<file path="src/rtl/tdia_pkg.sv">
`timescale 1ns / 1ps

package tdia_pkg;

    localparam int TRACK_W  = 8;
    localparam int TUPLE_W  = 4 * TRACK_W;
    localparam int ID_W     = 7;
    localparam int COUNT_W  = 8;
    localparam logic [COUNT_W-1:0] ID_SPACE = 8'd128;

    typedef enum logic [1:0] {
        ST_IDLE,
        ST_SCAN,
        ST_DONE
    } t_state;

    // Commands from the controller to the datapath.
    typedef struct packed {
        logic load;
        logic scan;
        logic finish;
    } t_cmd;

    // Status from the datapath to the controller.
    typedef struct packed {
        logic scan_done;
        logic out_free;
    } t_status;

    // One table entry: the stored tuple and the id it was given.
    typedef struct packed {
        logic [TUPLE_W-1:0] tuple;
        logic [ID_W-1:0]    id;
    } t_entry;

endpackage

</file>
<file path="src/rtl/tdia_ctrl.sv">
`timescale 1ns / 1ps

module tdia_ctrl
    import tdia_pkg::*;
(
    input  logic    i_clk,
    input  logic    i_rst_n,
    input  logic    i_in_valid,
    output logic    o_in_stall,
    input  t_status i_status,
    output t_cmd    o_cmd
);

    t_state r_state;
    t_state n_state;

    always_ff @(posedge i_clk) begin
        if (!i_rst_n) begin
            r_state <= ST_IDLE;
        end else begin
            r_state <= n_state;
        end
    end

    always_comb begin
        n_state = r_state;
        unique case (r_state)
            ST_IDLE: begin
                if (i_in_valid) begin
                    n_state = ST_SCAN;
                end
            end
            ST_SCAN: begin
                if (i_status.scan_done) begin
                    n_state = ST_DONE;
                end
            end
            ST_DONE: begin
                if (i_status.out_free) begin
                    n_state = ST_IDLE;
                end
            end
            default: n_state = ST_IDLE;
        endcase
    end

    always_comb begin
        o_cmd      = '0;
        o_in_stall = 1'b1;
        unique case (r_state)
            ST_IDLE: begin
                o_in_stall = 1'b0;
                o_cmd.load = i_in_valid;
            end
            ST_SCAN: begin
                o_cmd.scan = 1'b1;
            end
            ST_DONE: begin
                o_cmd.finish = i_status.out_free;
            end
            default: o_in_stall = 1'b1;
        endcase
    end

endmodule

</file>
<file path="config.mk">
export PLATFORM = sky130hd
export DESIGN_NAME = tdia_ctrl
export DESIGN_NICKNAME = d
export VERILOG_FILES = /design/src/rtl/tdia_pkg.sv /design/src/rtl/tdia_ctrl.sv
export SDC_FILE = /design/constraint.sdc
export NUM_CORES = 1
export LEC_CHECK = 0
export ABC_AREA = 1
export BUFFER_PORTS_ARGS = -buffer_cell sky130_fd_sc_hd__clkbuf_2
export CAP_MARGIN = 20
export CELL_PAD_IN_SITES_DETAIL_PLACEMENT = 1
export CELL_PAD_IN_SITES_GLOBAL_PLACEMENT = 2
export CORE_AREA = 3 3 40 42
export DETAILED_ROUTE_END_ITERATION = 10
export DIE_AREA = 0 0 43 45
export GPL_ROUTABILITY_DRIVEN = 0
export PLACE_DENSITY = 0.57
export REMOVE_ABC_BUFFERS = 1
export SLEW_MARGIN = 0
export SYNTH_ARGS = -nofsm -noshare
export SYNTH_HDL_FRONTEND = slang
export SYNTH_SLANG_ARGS = --single-unit
</file>
<file path="constraint.sdc">
create_clock -name i_clk -period 0.8 [get_ports i_clk]
set_input_delay 0.16 -clock i_clk [delete_from_list [all_inputs] [get_ports i_clk]]
set_output_delay 0.16 -clock i_clk [all_outputs]
set_load 0.01 [all_outputs]
</file>
==> impl_summary.log <==
INFO  metric outcome = finished with violations
INFO  metric failed_checks = negative setup slack
INFO  metric hold_buffers = 0
INFO  metric p_leak = 0.0001481 uW
INFO  metric timing.critical_path.slowest_stage_cell = dfxtp_4
INFO  metric antenna_left = 0
INFO  metric worst_setup_path_end_kind = output port
INFO  metric global_route.overflow_total = 0
INFO  metric cts_root_buffer = clkbuf_4
INFO  metric post-layout-total-power = 476.8 uW
INFO  metric tightestPinTransition = 0.1208 ns
INFO  metric clk_pin_slew_worst_paths = 0.03 ns
INFO  metric drive_above_1_share = 82.35%
INFO  metric critical-path-max-stage-delay = 0.35 ns
INFO  metric timing.setup.critical_path_class = reg -> out
INFO  metric vias_in_the_first_global_route = 210
INFO  metric met2_length = 219 um
INFO  metric min_period = 1.059 ns
INFO  metric n_fill_cell = 164
INFO  metric tritoncts = built
INFO  metric die_w = 43 um
INFO  metric buffer_ports.inserted = 8
INFO  metric post_synth_instance_area = 122.6 um2
INFO  metric detail_route.drc_violations = 0
INFO  metric cts_made_buffers = 3
INFO  metric drtPass1Iterations = 2
INFO  metric dp_worst_setup_slack = -0.08870 ns
INFO  metric peakVddDrop = 0.0003578 V
INFO  metric setup.worst_path.end = o_cmd[2]
INFO  metric critPathMaxFanout = 4
INFO  metric critical_path.startpoint_type = flop
INFO  metric biggestRegsByFlops = r_state (2)
INFO  metric distinct_cells_synth = 11
INFO  metric hold_class = in -> reg
INFO  metric route.layer.met1.wl = 159 um
INFO  metric antenna-diode-count = 0
INFO  metric io-pin-count = 9
INFO  metric worstRegToRegCells = 6
INFO  metric power_density = 1615 mW/mm2
INFO  metric beginning_of_the_critical_path = r_state[0]
INFO  metric area_growth = 140.8%
INFO  metric cts_buffer_depth = 2
INFO  metric postSynthCellCount = 18
INFO  metric regArea = 47.55 um2
INFO  metric max-cap-violations = 0
INFO  metric timing.max_slew.rel_slack = 91.94%
INFO  metric largest_register_ff_count = 2
INFO  metric report.final.setup_viol = 5
INFO  metric critical_path_required = 0.64 ns
INFO  metric ys_ff_latch = 2
INFO  metric dr_total_vias = 180
INFO  metric most_common_library_cell_in_the_layout_ignoring_fill_and_taps = clkbuf_2
INFO  metric synth.yosys.seq_area_share = 32.65%
INFO  metric layout.cells.most_common_list = 5 x clkbuf_2, 4 x inv_1, 4 x buf_6, 4 x buf_4, 3 x clkbuf_4
INFO  metric synthDominantAreaCellType = dfxtp_1
INFO  metric avgViaCountPerCell = 3.673
INFO  metric synth_largest_type_area_fraction = 32.65%
INFO  metric registers.top_by_ff_count = r_state
INFO  metric critical_path.reg2reg.endpoint = r_state[0]
INFO  metric clock.fmax = 944.2 MHz
INFO  metric dr_wl_met3 = 72 um
INFO  metric antenna_found_initial = 0
INFO  metric synthTopCellsByArea = dfxtp_1 33%, inv_1 18%, nand3_1 8.2%
INFO  metric first_iter_violations = 1
INFO  metric reg2reg_from = r_state[0]
INFO  metric post-route-worst-setup-slack = -0.2591 ns
INFO  metric grt_use_total = 6.567%
INFO  metric cts-htree-levels = 1
INFO  metric wl_per_cell = 9.449 um
INFO  metric rsz0062_at_grt = true
INFO  metric worst_ep_arrival_time = 0.90 ns
INFO  metric syn_avg_cell_area = 6.812 um2
INFO  metric layout.nets = 41
INFO  metric clock_sink_count = 2
INFO  metric final_hold_viol_count = 0
INFO  metric fin_worst_skew = 0.0006379 ns
INFO  metric dieHeight = 45 um
INFO  metric largest_net_degree_at_the_start_of_global_routing = 5
INFO  metric multi_input_area = 78.83 um2
INFO  metric drt_wl_total = 463 um
INFO  metric clkLatencyLatePin = 0.23 ns
INFO  metric core = 0.001285 mm2
INFO  metric wire_length_of_the_first_global_routing_pass = 862 um
INFO  metric setup_tns = -1.189 ns
INFO  metric top_layer_used = met4
INFO  metric num_rows = 13
INFO  metric floorplan.die_area = 0.001935 mm2
INFO  metric floorplan.initialDensity = 9.542%
INFO  metric timing_max_transition_violations_final = 0
INFO  metric yosys_warnings = 0
INFO  metric crit_chain = nor2_4 > nand2_2 > inv_2 > buf_6
INFO  metric worst_reg_to_reg_setup_slack = -0.23 ns
INFO  metric finalCritPeriodShare = 132.4%
==> worst max-delay path: cells and delay by family (launching register included) <==
kind / cells / cell delay, ns
flip-flops: 1 / 0.35
AND/OR/NAND/NOR: 2 / 0.19
buffers and inverters: 2 / 0.14
==> synth_stat cells, drive strengths merged <==
master  n
a21oi   2
buf     1
dfxtp   2
inv     6
nand2   1
nand3   2
nand3b  1
nor2    2
nor3    1
==> layout make-up <==
cell class,instances,area share [%]
repair buffers,14,35.59
clock buffers,3,7.627
flip-flops and latches,2,16.10
well taps,15,6.356
inverters,6,7.627
multi-input cells,9,26.69
==> per-stage QoR <==
stage                     hold slack [ns]  cell area (um2)  util [%]  cells
after floorplan                    0.3002            115.1         -     17
after global placement             0.3951            196.4     15.29     43
after detailed placement           0.4077            196.4     15.29     43
after CTS                          0.1603            256.5     19.96     48
after global routing               0.2121            295.3     22.98     49
final                              0.1818            295.3     22.98     49
==> per-layer routing <==
metal,global-route usage [%],up-vias
li1,-,85
met1,5.995,81
met2,10.48,12
met3,3.984,2
met4,5.422,0
met5,0,-
==> power by group <==
group | switching [uW] | internal, uW | total [uW]
combinational | 56.9 | 78.8 | 136
clock | 60.9 | 166 | 227
sequential | 9.44 | 105 | 114
total | 127 | 350 | 477
==> repair_timing <==
action,CTS,global route
gates resized for setup,9,10
buffers inserted,3,1
setup endpoints to repair,6,6
pin swaps,2,3
==> logic make-up after synthesis <==
group | count (synthesis) | synth area share [%]
AO/OA/AOI/OAI | 2 | 11.22
buffers and inverters | 7 | 24.49
flip-flops | 2 | 32.65
AND/OR/NAND/NOR | 7 | 31.63
==> worst min-delay path by stage <==
stage | from | end | slack (ns) | depth (start not counted)
floorplan | i_rst_n | r_state[0] | 0.30 | 2
global placement | i_rst_n | r_state[0] | 0.40 | 3
detailed placement | i_rst_n | r_state[0] | 0.41 | 3
CTS | i_rst_n | r_state[0] | 0.16 | 3
global route | i_rst_n | r_state[0] | 0.21 | 3
finish | i_rst_n | r_state[0] | 0.18 | 3
No activity file was read; power rests on OpenSTA's default activity.
